[src/hw/rtl/pcm_s24_pkg.sv]
// shared types and constants for the pcm sample to s24 packer
// no dependencies
package pcm_s24_pkg;

   localparam int unsigned CsrIdxWidth = 1;
   localparam int unsigned CsrDataWidth = 2;

   typedef enum logic [CsrIdxWidth-1:0] {
      CSR_SOURCE_FORMAT = 1'b0,
      CSR_DEST_FORMAT   = 1'b1
   } csr_index_type;

   typedef enum logic {
      SRC_FLOAT32 = 1'b0,
      SRC_S16     = 1'b1
   } src_format_type;

   typedef enum logic [1:0] {
      DST_S24_3 = 2'd0,
      DST_S24_4 = 2'd1,
      DST_S16   = 2'd2,
      DST_NONE  = 2'd3
   } dst_format_type;

   localparam logic [23:0] FullScale = 24'd8388607;
   localparam logic [23:0] MaxPos = 24'h7fffff;
   localparam logic [23:0] MinNeg = 24'h800000;

   typedef struct packed {
      logic [31:0] sample_word;
      logic        last_in_buffer;
   } req_type;

   typedef struct packed {
      logic [31:0] packed_word;
      logic [2:0]  byte_count;
      logic        last_out;
   } rsp_type;

   // stage one to stage two hand-off
   typedef struct packed {
      logic        valid;
      logic        last;
      logic        forced;      // result fixed, skip multiply
      logic [23:0] forced_val;
      logic        neg;
      logic [7:0]  expo;
      logic [23:0] mant;        // with hidden bit
   } s1_type;

endpackage

[src/hw/rtl/pcm_s24_decode.sv]
// stage 1: unpacks the source word, handles nan, clamp, zero and s16 paths
// depends on pcm_s24_pkg
module pcm_s24_decode
   import pcm_s24_pkg::*;
(
   input  logic           clock,
   input  logic           reset,
   input  logic           in_valid,
   input  req_type        in_item,
   input  src_format_type src_fmt,
   output s1_type         out_ff
);

   s1_type      out_in;
   logic [31:0] w;
   logic [7:0]  e;
   logic [22:0] f;
   logic [15:0] s16;

   always_comb begin
      w = in_item.sample_word;
      e = w[30:23];
      f = w[22:0];
      s16 = w[15:0];
      out_in = '0;
      out_in.valid = in_valid;
      out_in.last = in_item.last_in_buffer;
      out_in.neg = w[31];
      out_in.expo = e;
      out_in.mant = {1'b1, f};
      if (src_fmt == SRC_S16) begin
         out_in.forced = 1'b1;
         out_in.forced_val = {s16, 8'h00};
      end else if (e == 8'hff && f != 23'd0) begin
         out_in.forced = 1'b1;
         out_in.forced_val = MinNeg;
      end else if (e == 8'd0) begin
         out_in.forced = 1'b1;
         out_in.forced_val = 24'd0;
      end else if (e >= 8'd127) begin
         // magnitude at least one: clamps to full scale
         out_in.forced = 1'b1;
         out_in.forced_val = w[31] ? (~FullScale + 24'd1) : FullScale;
      end
   end

   always_ff @(posedge clock) begin
      if (reset) begin
         out_ff.valid <= 1'b0;
      end else begin
         out_ff.valid <= out_in.valid;
      end
      out_ff.last <= out_in.last;
      out_ff.forced <= out_in.forced;
      out_ff.forced_val <= out_in.forced_val;
      out_ff.neg <= out_in.neg;
      out_ff.expo <= out_in.expo;
      out_ff.mant <= out_in.mant;
   end

endmodule

[config.mk]
export PLATFORM = sky130hd
export DESIGN_NAME = pcm_s24_decode
export DESIGN_NICKNAME = d
export VERILOG_FILES = /design/src/hw/rtl/pcm_s24_pkg.sv /design/src/hw/rtl/pcm_s24_decode.sv
export SDC_FILE = /design/constraint.sdc
export NUM_CORES = 1
export LEC_CHECK = 0
export ABC_AREA = 1
export BUFFER_PORTS_ARGS = -buffer_cell sky130_fd_sc_hd__buf_2
export CAP_MARGIN = 0
export CORE_AREA = 2 2 62 64
export CTS_CLUSTER_SIZE = 24
export DETAILED_ROUTE_END_ITERATION = 8
export DIE_AREA = 0 0 64 66
export HOLD_SLACK_MARGIN = 0.1
export PLACE_DENSITY = 0.87
export SLEW_MARGIN = 20
export SYNTH_ARGS = -nofsm -noshare
export SYNTH_HDL_FRONTEND = slang
export SYNTH_SLANG_ARGS = --single-unit
[constraint.sdc]
create_clock -name clock -period 1.6 [get_ports clock]
set_clock_uncertainty 0.15 [all_clocks]
set_input_delay 0.24 -clock clock [delete_from_list [all_inputs] [get_ports clock]]
set_output_delay 0.24 -clock clock [all_outputs]
set_load 0.05 [all_outputs]
# Yosys cells after proc, flatten, opt, wreduce, memory -nomap -nowiden
# Cells that the tools add are included.
# word_totals
reg_bits,59
in_bits,37
output_inout_bits,60
wordCells,21
# classes
magnitude_cmp,1
eq_ne,1
mux,5
bitwise,1
reduce_logical,5
# ops
cell,n
two-way mux 24 bit,4
two-way mux 25 bit,1
nonzero test 23 bit,1
== test 8 bit (second input constant),1
greater-or-equal comparator 8 x 7 -> 1 bit (second input constant),1
zero test 8 bit,1
OR reduction 4 bit,1
OR reduction 3 bit,1
logical AND 1 bit,1
inverter 1 bit,1

# Depth between registers and ports, before layout
# logic_depth
depth_word,5
mapped_depth,9

# Worst setup path after synthesis
# No wires, ideal clock.
# synth_path
path_type,register -> output
from,"reg, netlist name out_ff[39]"
to,out out_ff[35] (netlist name)
arrival_ns,0.993
required_ns,1.210
slack_ns,0.217
stages_incl_launch_ff,2
n_path_buf,1
path_cell_list,dfxtp_1 buf_4
# synth_lines
item,line,text
to (decl),pcm_s24_decode.sv:11,output s1_type out_ff

==> metrics.txt <==
Num CTS Buffers=5; Routed Antenna Nets=0; global-route wire length before repair=between 5 and 6 mm; Hold Violations, Final=0; synth top area cells=dfxtp_1 71%, nand2_1 11%, nor2_1 4.8%; Clock Path Buffers=2; Synth Warn #=0; fin crit period=about 1600 ps; Worst setup EP type=flop; Synth cell types=15; Final WS setup=35.6 ps; Final Setup Violations=0; core box area=3550 µm²; most common cell after layout, fill and taps aside=buf_2; VDD IR max=around 0.00056 V; Mapped Cells=145; FF+latch count, synth=53; DP Cell Count=278; die height=66 µm; Yosys top cell area share=71.2%; Leak=1.26 nW; Root Buffer=clkbuf_4; final worst-path cycle share=97.8%; Total GRT Usage=between 10% and 20%; clock sink total=53; router iterations before antenna repair=4; max-cap violation count=0; max FFs per register=53; fillers=276; Syn Nets=182; HPWL after detailed placement=2.37 mm; Slew Viols, Final=0; non-filler cells, final=approximately 320; Inserted Diodes=0; Setup Crit Path Kind=in2reg; Largest regs=out_ff: 53 flops; Final nets=310; startpoint class of the critical path=input port; WHS Path Cells=2; Die Width=64 µm; upper clock frequency limit=639 MHz; Rows=22; sequential fraction of the synthesis area=71.2%; CP Data Required Time=1760 ps; post-route setup TNS=0 ps; largest net degree at the start of global routing=18; post-synthesis cell area=1490 µm²; Setup Fix Bufs, Post-CTS=0; CTS H-Tree Depth=2; CTS tree=yes; Hold WC Path Type=in2reg; most frequent cells in the layout=94 x buf_2, 53 x dfxtp_1, 43 x nand2_1; Pwr per Cell Area=between 1000 and 1500 nW/µm²; area leader, netlist=dfxtp_1; Residual DRC=0; Avg Synthesized Cell Area=10.3 µm²; status=finished, final reports clean; vias in the first global route=1315; wire length per cell=11.9 µm; Initial Util=42.0%; initial antenna violation count=0; worst slack at placement=172 ps; Final GP Congestion=about 0.75; WP data arrival=1730 ps; DIE AREA=4220 µm²; share of layout cells above drive strength 1=42.7%; Vias=1392; Port Buffers=95; critical path peak fanout=8; drt total wl=around 3.8 mm; Biggest register=out_ff; I/O pin count=between 90 and 100; Clock Pin Slew Worst Setup and Hold Paths=140 ps; Congestion Overflow GR=0; Area Growth Syn to Fin=62.3%; post-DR vias/cell=4.32; DR iter-0 viols=108
==> report_power, final <==
group	switching [mW]	internal (mW)	total [mW]	leakage [nW]
logic	0.432	0.170	0.602	0.773
clock network	0.388	0.333	0.721	0.0424
registers	0.0205	1.40	1.42	0.446
total	0.840	1.90	2.74	1.26
==> repair_timing <==
item,in CTS,in global routing
hold buffers,36,0
resized for setup,0,7
setup endpoints to repair,0,16
hold endpoints to repair,51,0
==> cells by family after synthesis <==
logic type	count (synthesis)	share of synthesized area, %
buf+inv	17	6.97
flops	53	71.2
other cells	1	0.252
simple gates	74	21.6
==> metrics by stage <==
stage                     hold WS, ps  cell area (µm²)  utilization, %  power [mW]
after CTS                         346             2390            67.3        2.75
after floorplan                   118             1490               -        1.83
after global placement            194             1950            54.9        1.97
final                             353             2420            68.1        2.74
after detailed placement          194             1950            54.9        1.97
after global routing              342             2420            68.1        2.86
==> worst paths after layout <==
kind / from / to
worst min-delay path: in_item[0] / out_ff[58]
worst max-delay path: in_item[22] / out_ff[46]
==> per-layer routing <==
layer / up-vias / global-route usage (%) / wire (µm)
li1: 687 / - / -
met1: 626 / 16.6 / 1380
met2: 67 / 33.7 / 2060
met3: 12 / 4.77 / 262
met4: 0 / 11.1 / 123
met5: - / 0 / 0
==> cell usage after synthesis, drive strengths merged <==
library cell  number
nand2             49
conb               1
nor2              20
dlygate4sd1        1
dfxtp             53
inv                7
buf                9
nand3              3
nor4               2
==> layout make-up <==
class | instances | area, µm² | area share [%]
timing repair buffer | 130 | 831 | 34.4
multi-input combinational | 76 | 360 | 14.9
clock inverter | 2 | 38.8 | 1.60
sequential | 53 | 1060 | 43.9
tap | 48 | 60.1 | 2.48
inverter | 7 | 26.3 | 1.09
clock buffer | 6 | 41.3 | 1.71
==> critical path, cell delays in order <==
cell           delay, ps
dlygate4sd3_1        550
buf_2                140
nor2_2               100
nand2_1               60
nor2_1               110
nand3_1              140
nand2_4              140
nand3_4              140
nand2_1              100
(Power assumes the default switching activity.)
