==> src/hw/rtl/pcm_s24_pkg.sv <==
// shared types and constants for the pcm sample to s24 packer
// no dependencies
package pcm_s24_pkg;

   localparam int unsigned CsrIdxWidth = 1;
   localparam int unsigned CsrDataWidth = 2;

   typedef enum logic [CsrIdxWidth-1:0] {
      CSR_SOURCE_FORMAT = 1'b0,
      CSR_DEST_FORMAT   = 1'b1
   } csr_index_type;

   typedef enum logic {
      SRC_FLOAT32 = 1'b0,
      SRC_S16     = 1'b1
   } src_format_type;

   typedef enum logic [1:0] {
      DST_S24_3 = 2'd0,
      DST_S24_4 = 2'd1,
      DST_S16   = 2'd2,
      DST_NONE  = 2'd3
   } dst_format_type;

   localparam logic [23:0] FullScale = 24'd8388607;
   localparam logic [23:0] MaxPos = 24'h7fffff;
   localparam logic [23:0] MinNeg = 24'h800000;

   typedef struct packed {
      logic [31:0] sample_word;
      logic        last_in_buffer;
   } req_type;

   typedef struct packed {
      logic [31:0] packed_word;
      logic [2:0]  byte_count;
      logic        last_out;
   } rsp_type;

   // stage one to stage two hand-off
   typedef struct packed {
      logic        valid;
      logic        last;
      logic        forced;      // result fixed, skip multiply
      logic [23:0] forced_val;
      logic        neg;
      logic [7:0]  expo;
      logic [23:0] mant;        // with hidden bit
   } s1_type;

endpackage

==> src/hw/rtl/pcm_s24_round.sv <==
// stages 2 and 3: multiply by full scale, round to single, round to integer
// depends on pcm_s24_pkg
module pcm_s24_round
   import pcm_s24_pkg::*;
(
   input  logic        clock,
   input  logic        reset,
   input  s1_type      in_s1,
   output logic        out_valid_ff,
   output logic        out_last_ff,
   output logic [23:0] out_val_ff
);

   // stage 2 registers
   logic        v2_ff;
   logic        last2_ff;
   logic        forced2_ff;
   logic [23:0] fval2_ff;
   logic        neg2_ff;
   logic [7:0]  expo2_ff;
   logic [46:0] prod2_ff;

   always_ff @(posedge clock) begin
      if (reset) begin
         v2_ff <= 1'b0;
      end else begin
         v2_ff <= in_s1.valid;
      end
      last2_ff <= in_s1.last;
      forced2_ff <= in_s1.forced;
      fval2_ff <= in_s1.forced_val;
      neg2_ff <= in_s1.neg;
      expo2_ff <= in_s1.expo;
      prod2_ff <= in_s1.mant * FullScale;
   end

   // round product to 24 significant bits, ties to even
   logic        top;
   logic [23:0] sig;
   logic [22:0] rest;
   logic        rbit;
   logic        sticky;
   logic [24:0] sig_r;
   logic [23:0] sig_n;
   logic [8:0]  ex;      // exponent of the rounded product, biased
   logic [4:0]  sh;
   logic [47:0] ext;
   logic [23:0] q;
   logic        qr;
   logic        qs;
   logic [23:0] mag;
   logic [23:0] val_in;

   always_comb begin
      top = prod2_ff[46];
      sig = top ? prod2_ff[46:23] : prod2_ff[45:22];
      rest = top ? prod2_ff[22:0] : {prod2_ff[21:0], 1'b0};
      rbit = rest[22];
      sticky = |rest[21:0];
      sig_r = {1'b0, sig} + {24'd0, rbit & (sticky | sig[0])};
      if (sig_r[24]) begin
         sig_n = 24'h800000;
      end else begin
         sig_n = sig_r[23:0];
      end
      // rounded product = sig_n * 2^(ex - 128)
      ex = {1'b0, expo2_ff} + {8'd0, top} + {8'd0, sig_r[24]};
      // integer part is sig_n >> (128 - ex), shift range 0..25
      if (ex >= 9'd128) begin
         sh = 5'd0;
      end else if ((9'd128 - ex) > 9'd25) begin
         sh = 5'd25;
      end else begin
         sh = 5'((9'd128 - ex));
      end
      ext = {sig_n, 24'd0} >> sh;
      q = ext[47:24];
      qr = ext[23];
      qs = |ext[22:0];
      mag = q + {23'd0, qr & (qs | q[0])};
      if (forced2_ff) begin
         val_in = fval2_ff;
      end else begin
         val_in = neg2_ff ? (~mag + 24'd1) : mag;
      end
   end

   always_ff @(posedge clock) begin
      if (reset) begin
         out_valid_ff <= 1'b0;
      end else begin
         out_valid_ff <= v2_ff;
      end
      out_last_ff <= last2_ff;
      out_val_ff <= val_in;
   end

endmodule

==> config.mk <==
export PLATFORM = sky130hd
export DESIGN_NAME = pcm_s24_round
export DESIGN_NICKNAME = d
export VERILOG_FILES = /design/src/hw/rtl/pcm_s24_pkg.sv /design/src/hw/rtl/pcm_s24_round.sv
export SDC_FILE = /design/constraint.sdc
export NUM_CORES = 1
export LEC_CHECK = 0
export BUFFER_PORTS_ARGS = -buffer_cell sky130_fd_sc_hd__buf_2
export CELL_PAD_IN_SITES_DETAIL_PLACEMENT = 2
export CELL_PAD_IN_SITES_GLOBAL_PLACEMENT = 2
export CORE_MARGIN = 5
export CORE_UTILIZATION = 26
export CTS_CLUSTER_DIAMETER = 80
export CTS_CLUSTER_SIZE = 16
export DETAILED_ROUTE_END_ITERATION = 6
export PLACE_DENSITY = 0.67
export SYNTH_ARGS = -nofsm -noshare
export SYNTH_HDL_FRONTEND = slang
export SYNTH_SLANG_ARGS = --single-unit
==> constraint.sdc <==
create_clock -name clock -period 20 [get_ports clock]
set_input_delay 2 -clock clock [delete_from_list [all_inputs] [get_ports clock]]
set_output_delay 2 -clock clock [all_outputs]
set_load 0.02 [all_outputs]
### After elaboration in Yosys (flattened, before gate mapping)

Index checks and enable logic that the tools add are counted.

* add/subtract/negate cells: 6
* $mul: 1
* div/mod/pow operators: 0
* magnitude comparators: 2
* equality and inequality tests: 0
* shift operators: 1
* muxes and demuxes: 7
* bitwise operators: 5
* reductions and logical operators: 2

Operator list (number)
* $mux W24: 4
* $shr A48 B5 Y48: 1
* $mul A24 B23 Y47 const B: 1
* $add A24 B1 Y25: 1
* $add A24 B1 Y24: 1
* $add A24 B1 Y24 const B: 1
* $not A24 Y24: 1
* $mux W23: 1
* $reduce_or A23 Y1: 1
* $reduce_or A22 Y1: 1
* $mux W5: 2
* $add A8 B1 Y9: 1
* $add A9 B1 Y9: 1
* $ge A9 B8 Y1 const B: 1
* $gt A9 B5 Y1 const B: 1
* $sub A8 B9 Y9 const A: 1
* $and A1 B1 Y1: 2
* $or A1 B1 Y1: 2

* flip-flop bits (word level): 109
* latch bits: 0
* memory bits (writable): 0
* ROM bits: 0
* bits of input ports: 62
* output and inout port bits: 26
* memories kept: 0

### Longest topological paths before layout

Gate-level depths: netlist of run 1.

* depth in word-level cells: 19
* depth in mapped cells: 44

### Worst setup path after synthesis of run 1

OpenSTA, ideal clock, no wires.

* path type: input-to-reg
* start: input port in_s1[12] (netlist name)
* end: register prod2_ff[45]
* library setup time: 0.123 ns
* arrival time: 9.271 ns
* data required time: 19.877 ns
* slack: 10.606 ns
* stages: 30
* cells stage by stage: fa_1 -> inv_1 -> fa_1 -> inv_1 -> fa_1 -> inv_1 -> fa_1 -> inv_1 -> fa_1 -> inv_1 -> fa_1 -> fa_1 -> inv_1 -> ha_1 -> a21oi_1 -> nor2b_1 -> o21ai_0 -> nand2b_1 -> or4_1 -> o21ai_0 -> o211a_1 -> a31oi_1 -> a21oi_1 -> a21o_1 -> o21ai_0 -> nor4_1 -> nor3_1 -> a2111oi_0 -> a21oi_1 -> xor2_1

* cells in the longest elaborated chain, start to end: 1

RTL lines
* start: declaration: RTL line pcm_s24_round.sv:8 `input s1_type in_s1,`
* $mul A24 B23 Y47: RTL line pcm_s24_round.sv:34 `prod2_ff <= in_s1.mant * FullScale;`
* end signal: assignment: RTL line pcm_s24_round.sv:34
* end: declaration: RTL line pcm_s24_round.sv:21 `logic [46:0] prod2_ff;`

Every way passes these cells.
A chain may end at the register's enable or synchronous reset.

### Final worst setup path of run 1

* start: register prod2_ff[46]
* end: register out_val_ff[17]

* cells in the longest elaborated chain, start to end: 19
* elaborated cells on any way between the ends: 23

RTL lines
* $mux W23: RTL line pcm_s24_round.sv:57 `rest = top ? prod2_ff[22:0] : {prod2_ff[21:0], 1'b0};`
* $reduce_or A22 Y1: RTL line pcm_s24_round.sv:59 `sticky = |rest[21:0];`
* $or A1 B1 Y1: RTL line pcm_s24_round.sv:60 `sig_r = {1'b0, sig} + {24'd0, rbit & (sticky | sig[0])};`
* $and A1 B1 Y1: RTL line pcm_s24_round.sv:60
* $add A24 B1 Y25: RTL line pcm_s24_round.sv:60
* $add A9 B1 Y9: RTL line pcm_s24_round.sv:67 `ex = {1'b0, expo2_ff} + {8'd0, top} + {8'd0, sig_r[24]};`
* $sub A8 B9 Y9: RTL line pcm_s24_round.sv:74 `sh = 5'((9'd128 - ex));`
* $gt A9 B5 Y1: RTL line pcm_s24_round.sv:71 `end else if ((9'd128 - ex) > 9'd25) begin`
* [4 not listed]
* $or A1 B1 Y1: RTL line pcm_s24_round.sv:80 `mag = q + {23'd0, qr & (qs | q[0])};`
* $and A1 B1 Y1: RTL line pcm_s24_round.sv:80
* $add A24 B1 Y24 *: RTL line pcm_s24_round.sv:80
* $not A24 Y24: RTL line pcm_s24_round.sv:84 `val_in = neg2_ff ? (~mag + 24'd1) : mag;`
* $add A24 B1 Y24: RTL line pcm_s24_round.sv:84
* $mux W24 *: RTL line pcm_s24_round.sv:84
* $mux W24 *: RTL line pcm_s24_round.sv:81 `if (forced2_ff) begin`
* named net val_in[17]: RTL line pcm_s24_round.sv:52 `logic [23:0] val_in;`
* end signal: assignment: RTL line pcm_s24_round.sv:95 `out_val_ff <= val_in;`
* end: declaration: RTL line pcm_s24_round.sv:11 `output logic [23:0] out_val_ff`

Mark *: on every way through the listed nets, which the timed path passes. The rest lies on a longest branch.

==> results of run 1 <==
final timing paths:
| check | from | endpoint | slack, ps | cells past startpoint |
|---|---|---|---|---|
| worst max-delay path | prod2_ff[46]$_DFF_P_ | out_val_ff[17]$_DFF_P_ | 9490 | 26 |
| worst min-delay path | last2_ff$_DFF_P_ | out_last_ff$_DFF_P_ | 350 | 0 |
| worst max register to register | prod2_ff[46]$_DFF_P_ | out_val_ff[17]$_DFF_P_ | 9490 | 26 |
| worst min register to register | last2_ff$_DFF_P_ | out_last_ff$_DFF_P_ | 350 | 0 |
cell families after synthesis:
| group | Yosys count | synth area share (%) |
|---|---|---|
| flops | 109 | 11.6 |
| compound gates | 409 | 15.9 |
| fa+ha+maj | 440 | 40.7 |
| buf+inv | 423 | 8.90 |
| simple gates | 556 | 15.7 |
| mux | 45 | 2.55 |
| xor+xnor | 97 | 4.57 |
flip-flops by register name, indices dropped and copies added (netlist names):
signal,flops
prod2_ff,47
fval2_ff,24
out_val_ff,24
expo2_ff,8
forced2_ff,1
last2_ff,1
neg2_ff,1
out_last_ff,1
out_valid_ff,1
v2_ff,1
cells in the final DEF (no fill, tap or decap), drive strengths merged, types with 38 or more instances in the layout:
cell type  count
ha           155
inv          359
fa           285
xor2          38
buf          102
nor2         120
xnor2         59
a21oi         69
nor3          51
nand4         42
dfxtp        109
o21ai         85
nand3         57
nand2        119
metal layers:
metal	share of wire, %	track usage, %	wire length (µm)	vias up
met5	0	0	0	-
met4	3.6	5.96	2440	0
met3	3.2	1.81	2120	108
met2	50	30.4	33700	309
met1	43	21.2	28700	8184
li1	-	-	-	7209
cell type report:
class,instances,area (µm²),share of cell area [%]
Clock buffer,9,225,1.10
Multi-Input combinational cell,1547,14900,72.9
Timing Repair Buffer,102,548,2.67
Sequential cell,109,2180,10.7
Tap cell,950,1190,5.80
Inverter,357,1340,6.54
Clock inverter,7,66.3,0.324
critical path: cells and delay by family, from the launching register on:
family | cells | cell delay (ps)
multiplexers | 1 | 170
AO/OA/AOI/OAI | 5 | 1920
buffers and inverters | 4 | 1460
adder cells (fa/ha/maj) | 2 | 1100
AND/OR/NAND/NOR | 13 | 5200
flip-flops | 1 | 320
XOR/XNOR | 1 | 180
stage by stage:
stage / cells / cell area (µm²) / hold WS [ps]
floorplan: 2079 / 18800 / 310
global placement: 3065 / 20200 / 311
detailed placement: 3065 / 20200 / 342
CTS: 3081 / 20500 / 359
global route: 3081 / 20500 / 361
finish: 3081 / 20500 / 352
==> results_dict.tcl, run 1 <==
set metrics [dict create \
    netlist_instances 2079 \
    rsz0062_at_grt "false" \
    crit_path_max_fanout 50 \
    cts_tree "yes" \
    ys_warn_count 0 \
    synth_commonest_cells "354 x inv_1, 285 x fa_1, 155 x ha_1" \
    overflow 0 \
    grt_pass1_vias 17900 \
    synthFlopType "dfxtp_1" \
    end_kind "flop" \
    drt_first_pass_iters 5 \
    antenna_violating_nets_post_route 0 \
    fin_ws_ps 9490 \
    yosysTopAreaCell "fa_1" \
    dp_hpwl_mm 57.3 \
    postCtsSetupBuffers 0 \
    root_buffer "clkbuf_16" \
    required_ps 20280 \
    cts.sink_count 109 \
    drt_iter0_drc 734 \
    num_io_pins 88 \
    status "completed" \
    place_ws_ps 9440 \
    syn_area_per_cell_um2 9.03 \
    clk_latency_ps 390 \
    area_delta_synth_final_pct 9.18 \
    rows 98 \
    cts_hold_buf 0 \
    place_congestion 0.912 \
    ys_top_cells_by_area "fa_1 30%, dfxtp_1 12%, ha_1 10%" \
    fin_setup_tns_ps 0 \
    cts_max_level 3 \
    synthArstFlopShare_pct 0 \
    period_needed_ps 10510 \
    drive_above_1_share_pct 9.34 \
    synth-seq-area-share_pct 11.6 \
    grt_start_max_net_pins 51 \
    die_area_um2 77700 \
    wl_mm 66.9 \
    core-area_um2 71600 \
    synth_edf_count 0 \
    nets 2628 \
    drv_slew 0 \
    final_core_util_pct 28.6 \
    initial_core_util_pct 26.2 \
    cpPeakStageDelay_ps 830 \
    syn_nets 2581 \
    finClkSkew_ps 12.5 \
    vias_per_cell 5.13 \
    slew_headroom_pct 21.8 \
    clk_pin_slew_ps 80 \
    critPathKind "reg -> reg" \
    fin_crit_sh_pct 52.5 \
    setup_violations 0 \
    synth_top_area_share_pct 30.4 \
    vias 15800 \
    worst_setup_path_start_kind "flop" \
    worstMarginPinSlew_ps 1170 \
    die_y_um 279 \
    crit_arrival_ps 10790 \
    synth_area_um2 18800 \
    critPathSlowestCell "fa_1" \
    io_buffers 87 \
    ctsResizeCount 0 \
    yosysUniqueCellTypes 106 \
    yosysMostFrequentCell "inv_1" \
    cts_buffers 9 \
    die_w_um 279 \
    ys_seq_elements 109 \
    clk_path_buf_depth 2 \
    antenna_found_initial 0 \
    wl_per_cell_um 21.7 \
    hold_viol 0 \
    hp-class "reg -> reg" \
    grt_usage_pct 17.0 \
    fmax_ghz 0.0952 \
    antenna_cells 0 \
    route.detailed.drc 0 \
    max_cap_viol_count 0 \
    grt_first_pass_wirelength_mm 105 \
    n_fill_cell 8136 \
]
Power of run 1 is left out: the tool's default activity adds up to more than one toggle a clock period on the data nets, which glitch-free logic cannot reach.
==> inputs of run 2 (changes only) <==
--- a/config.mk
+++ b/config.mk
@@ -13,7 +13,7 @@
 export CTS_CLUSTER_DIAMETER = 80
 export CTS_CLUSTER_SIZE = 16
 export DETAILED_ROUTE_END_ITERATION = 6
-export PLACE_DENSITY = 0.67
+export PLACE_DENSITY = 0.69
 export SYNTH_ARGS = -nofsm -noshare
 export SYNTH_HDL_FRONTEND = slang
 export SYNTH_SLANG_ARGS = --single-unit
==> constraint.sdc (replaced) <==
create_clock -name clock -period 9.61 [get_ports clock]
set_input_delay 0.961 -clock clock [delete_from_list [all_inputs] [get_ports clock]]
set_output_delay 0.961 -clock clock [all_outputs]
set_load 0.02 [all_outputs]
==> run 2 against run 1 <==
  * Die area unchanged
  * Sequential cell count unchanged
  * First-iteration DRC count up 7.6%
  * Global-route usage up 0.58 points
==> results_dict.tcl, run 2 (same netlist as run 1, synthesis figures left out) <==
set metrics [dict create \
    n_fill_cell 8188 \
    antenna_violating_nets_post_route 0 \
    cts_tree "yes" \
    wl_per_cell_um 22.2 \
    max_cap_viol_count 0 \
    whs_endpoint "out_last_ff$_DFF_P_" \
    antenna_cells 0 \
    root_buffer "clkbuf_16" \
    crit_arrival_ps 9130 \
    cts_max_level 3 \
    num_io_pins 88 \
    postCtsSetupBuffers 0 \
    grt_usage_pct 17.5 \
    vias 15900 \
    rows 98 \
    required_ps 9880 \
    overflow 0 \
    r2r_slack_ps 790 \
    hold_depth 0 \
    rsz0062_at_grt "false" \
    critPathSlowestCell "fa_1" \
    drive_above_1_share_pct 11.0 \
    hold_ws_ps 332 \
    final_core_util_pct 29.0 \
    fin_crit_sh_pct 92.2 \
    setup_violations 0 \
    regMostFlops "prod2_ff" \
    fmax_ghz 0.113 \
    die_area_um2 77700 \
    place_congestion 0.939 \
    largest_reg_flops 47 \
    die_y_um 279 \
    status "completed" \
    critPathKind "in -> reg" \
    cts_buffers 9 \
    antenna_found_initial 1 \
    largestRegisters "prod2_ff (47), fval2_ff (24), out_val_ff (24)" \
    grt_start_max_net_pins 46 \
    hold_viol 0 \
    crit_path_max_fanout 5 \
    io_buffers 87 \
    nets 2664 \
    r2r_end "out_val_ff[20]$_DFF_P_" \
    die_w_um 279 \
    initial_core_util_pct 26.2 \
    wl_mm 69.1 \
    grt_pass1_vias 18400 \
    grt_first_pass_wirelength_mm 108 \
    rr_startpoint "prod2_ff[46]$_DFF_P_" \
    vias_per_cell 5.11 \
    finClkSkew_ps 10.1 \
    worstHoldStart "last2_ff$_DFF_P_" \
    clk_latency_ps 390 \
    cpPeakStageDelay_ps 670 \
    cp_common_cell "fa_1" \
    dp_hpwl_mm 60.0 \
    area_delta_synth_final_pct 10.8 \
    drt_iter0_drc 790 \
    cts.sink_count 109 \
    reg2reg_depth 32 \
    hp-class "reg -> reg" \
    worst_setup_path_start_kind "primary input" \
    worstMarginPinSlew_ps 1120 \
    layout_common_cells "354 x inv_1, 285 x fa_1, 155 x ha_1" \
    clk_pin_slew_ps 70 \
    period_needed_ps 8860 \
    final_common_cell "inv_1" \
    slew_headroom_pct 25.1 \
    clk_path_buf_depth 2 \
    route.detailed.drc 0 \
    drv_slew 0 \
    core-area_um2 71600 \
    drt_first_pass_iters 5 \
    end_kind "flop" \
]
run 2: what timing repair did:
action                     4_1_cts  5_1_grt
hold endpoints to repair         0        0
setup endpoints to repair        0       19
gates resized for setup          0        6
hold buffers                     0        0
run 2: area by class of cell:
class / instances / area, µm² / area share (%)
flip-flops and latches: 109 / 2180 / 10.5
well taps: 950 / 1190 / 5.71
multi-input cells: 1548 / 15000 / 72.0
clock buffers: 9 / 225 / 1.08
inverters: 357 / 1340 / 6.44
clock inverters: 7 / 75.1 / 0.361
repair buffers: 137 / 811 / 3.90
run 2: per-stage QoR:
stage / std cells / TNS (ps) / setup WS, ps / cell area (µm²)
finish: 3117 / 0 / 751 / 20800
global route: 3117 / 0 / 49.1 / 20800
CTS: 3116 / 0 / 338 / 20800
detailed placement: 3100 / -101 / -101 / 20500
global placement: 3100 / 0 / 451 / 20500
floorplan: 2079 / 0 / 930 / 18800
run 2: worst max path at each step:
stage	from	end	slack [ps]	cells after the start
6_report	in_s1[12]	prod2_ff[45]$_DFF_P_	750	31
4_1_cts	in_s1[12]	prod2_ff[45]$_DFF_P_	340	31
2_1_floorplan	prod2_ff[46]$_DFF_P_	out_val_ff[17]$_DFF_P_	930	41
5_1_grt	prod2_ff[46]$_DFF_P_	out_val_ff[22]$_DFF_P_	50	30
3_5_place_dp	in_s1[11]	prod2_ff[45]$_DFF_P_	-100	31
3_3_place_gp	in_s1[12]	prod2_ff[45]$_DFF_P_	450	31
run 2: metal layers:
metal  wire length [µm]  up-vias  track usage (%)
li1                   -     7283                -
met5                 13        -                0
met2              35500      299             32.0
met3               2220      100             2.07
met1              29200     8235             21.6
met4               2100        2             5.54
run 2: worst max-delay path: cells and delay by family:
family	cells	cell delay (ps)
xor gates and xnor gates	1	170
buffers and inverters	7	540
and+or+nand+nor	5	1080
adders and majority gates	8	4010
AOI/OAI and AO/OA	10	2400
Power of run 2 is left out for the same reason.
==> inputs of run 3 (changes only) <==
--- a/config.mk
+++ b/config.mk
@@ -5,6 +5,7 @@
 export SDC_FILE = /design/constraint.sdc
 export NUM_CORES = 1
 export LEC_CHECK = 0
+export ABC_AREA = 1
 export BUFFER_PORTS_ARGS = -buffer_cell sky130_fd_sc_hd__buf_2
 export CELL_PAD_IN_SITES_DETAIL_PLACEMENT = 2
 export CELL_PAD_IN_SITES_GLOBAL_PLACEMENT = 2
@@ -13,7 +14,7 @@
 export CTS_CLUSTER_DIAMETER = 80
 export CTS_CLUSTER_SIZE = 16
 export DETAILED_ROUTE_END_ITERATION = 6
-export PLACE_DENSITY = 0.69
+export PLACE_DENSITY = 0.72
 export SYNTH_ARGS = -nofsm -noshare
 export SYNTH_HDL_FRONTEND = slang
 export SYNTH_SLANG_ARGS = --single-unit
==> run 3 against run 2 <==
  * Non-clock buffer count down 41
  * Register-to-register slack better by 590 ps
  * Die area down 1.9%
  * Setup slack better by 380 ps
  * Area after synthesis down 2.0%
  * Maximum frequency up 4.4%
  * Hold slack better by 2.5 ps
  * Critical path depth unchanged
==> results_dict.tcl, run 3 <==
set metrics [dict create \
    n_fill_cell 8381 \
    required_ps 9900 \
    fin_setup_tns_ps 0 \
    multi_input_area_um2 14000 \
    status "completed" \
    rr_startpoint "prod2_ff[46]$_DFF_P_" \
    synth_compound_area_share_pct 4.97 \
    cts.sink_count 109 \
    clk_latency_ps 380 \
    nets 2946 \
    ys_seq_elements 109 \
    startpoint "in_s1[11]" \
    synth_edf_count 0 \
    fin_crit_sh_pct 88.3 \
    grt_start_max_net_pins 41 \
    worst_setup_path_start_kind "primary input" \
    clk_path_buf_depth 2 \
    crit_path_max_fanout 5 \
    regMostFlops "prod2_ff" \
    postCtsSetupBuffers 0 \
    ys_warn_count 0 \
    synthFlopType "dfxtp_1" \
    drt_first_pass_iters 4 \
    cts_max_level 3 \
    worstMarginPinSlew_ps 1000 \
    layout_common_cells "502 x nand2_1, 479 x inv_1, 285 x fa_1" \
    ff_latch_area_um2 2180 \
    cts_buffers 9 \
    die_y_um 276 \
    vias 15700 \
    route.detailed.drc 0 \
    rows 97 \
    cpPeakStageDelay_ps 750 \
    area_delta_synth_final_pct 8.81 \
    die_area_um2 76200 \
    grt_first_pass_wirelength_mm 102 \
    clk_pin_slew_ps 80 \
    place_congestion 0.885 \
    crit_arrival_ps 8770 \
    hp-class "reg -> reg" \
    yosysTopAreaCell "fa_1" \
    critPathSlowestCell "fa_1" \
    crit_end "prod2_ff[45]$_DFF_P_" \
    r2r_end "out_val_ff[12]$_DFF_P_" \
    netlist_instances 2388 \
    synthSimpleGateAreaFrac_pct 26.6 \
    root_buffer "clkbuf_16" \
    syn_area_per_cell_um2 7.71 \
    max_cap_viol_count 0 \
    slew_headroom_pct 33.1 \
    dp_hpwl_mm 57.9 \
    yosys-mux-area-fraction_pct 0 \
    hold_viol 0 \
    antenna_found_initial 0 \
    largest_reg_flops 47 \
    syn_nets 2890 \
    finClkSkew_ps 15.3 \
    cp_common_cell "inv_1" \
    synth_area_um2 18400 \
    wl_per_cell_um 19.1 \
    wl_mm 64.6 \
    overflow 0 \
    grt_pass1_vias 18200 \
    final_common_cell "nand2_1" \
    io_buffers 87 \
    ys_top_cells_by_area "fa_1 31%, dfxtp_1 12%, ha_1 11%" \
    initial_core_util_pct 26.2 \
    critPathKind "in -> reg" \
    drv_slew 0 \
    end_kind "flop" \
    synth_top_family_by_area "adder cells" \
    fmax_ghz 0.118 \
    drt_iter0_drc 490 \
    synthArstFlopShare_pct 0 \
    synthAdderAreaFrac_pct 41.5 \
    ctsResizeCount 0 \
    synth-seq-area-share_pct 11.9 \
    yosysMostFrequentCell "nand2_1" \
    synth_xor_area_share_pct 2.95 \
    r2r_slack_ps 1380 \
    vias_per_cell 4.64 \
    grt_usage_pct 16.7 \
    setup_violations 0 \
    cts_tree "yes" \
    synth_top_area_share_pct 31.0 \
    largestRegisters "prod2_ff (47), fval2_ff (24), out_val_ff (24)" \
    period_needed_ps 8480 \
    die_w_um 276 \
    rsz0062_at_grt "false" \
    antenna_cells 0 \
    yosysUniqueCellTypes 50 \
    core-area_um2 70100 \
    cts_hold_buf 0 \
    num_io_pins 88 \
    antenna_violating_nets_post_route 0 \
    drive_above_1_share_pct 8.86 \
    synth_commonest_cells "502 x nand2_1, 479 x inv_1, 285 x fa_1" \
    reg2reg_depth 43 \
]
[run 3: cell types whose count changed in the layout (fill, tap and decap cells not counted), moves of 26 or more]
cell     change
nand2_1    +383
nand3_1    +219
inv_1      +125
buf_4       -41
xnor2_1     -39
nor3_1      -37
nor2_1      +35
mux2i_1     -27
nand2_2     +26
[run 3: final cells by class]
cell class | count | share of cell area (%)
well taps | 940 | 5.87
multi-input cells | 1731 | 69.9
clock buffers | 10 | 1.19
repair buffers | 96 | 2.51
flip-flops and latches | 109 | 10.9
inverters | 497 | 9.32
clock inverters | 6 | 0.312
[run 3: metrics by stage]
step | hold slack [ps] | utilization [%] | instances | setup WS (ps) | instance area [µm²]
finish | 334 | 28.5 | 3389 | 1130 | 20000
CTS | 339 | 28.5 | 3389 | 1060 | 20000
floorplan | 310 | - | 2388 | 2150 | 18400
global placement | 310 | 28.1 | 3373 | 964 | 19700
global route | 345 | 28.5 | 3389 | 534 | 20000
detailed placement | 319 | 28.1 | 3373 | 647 | 19700
[run 3: routing by layer]
layer  track usage (%)  routed length [µm]  vias to the layer above
li1                  -                   -                     7479
met3             0.920                 708                       60
met5                 0                   0                        -
met1              20.8               28400                     8042
met2              31.5               33700                      130
met4              4.60                1730                        0
[run 3: kinds of logic after synthesis]
family	after synthesis
flip-flops	109
XOR/XNOR	62
AO/OA/AOI/OAI	162
buffers and inverters	548
adder cells (fa/ha/maj)	440
AND/OR/NAND/NOR	1067
[run 3: worst max-delay path, delay by kind of cell]
| family | cells | cell delay [ps] |
|---|---|---|
| xor+xnor | 1 | 230 |
| buf+inv | 9 | 780 |
| fa+ha+maj | 8 | 4170 |
| compound gates | 10 | 2360 |
| simple gates | 3 | 240 |
[run 3: how the worst min path moves through the flow]
stage | slack [ps] | from | endpoint | cells after the start
after CTS | 340 | last2_ff$_DFF_P_ | out_last_ff$_DFF_P_ | 0
after floorplan | 310 | last2_ff$_DFF_P_ | out_last_ff$_DFF_P_ | 0
after detailed placement | 320 | last2_ff$_DFF_P_ | out_last_ff$_DFF_P_ | 0
after global routing | 350 | last2_ff$_DFF_P_ | out_last_ff$_DFF_P_ | 0
final | 330 | last2_ff$_DFF_P_ | out_last_ff$_DFF_P_ | 0
after global placement | 310 | last2_ff$_DFF_P_ | out_last_ff$_DFF_P_ | 0
Power of run 3 is left out for the same reason.
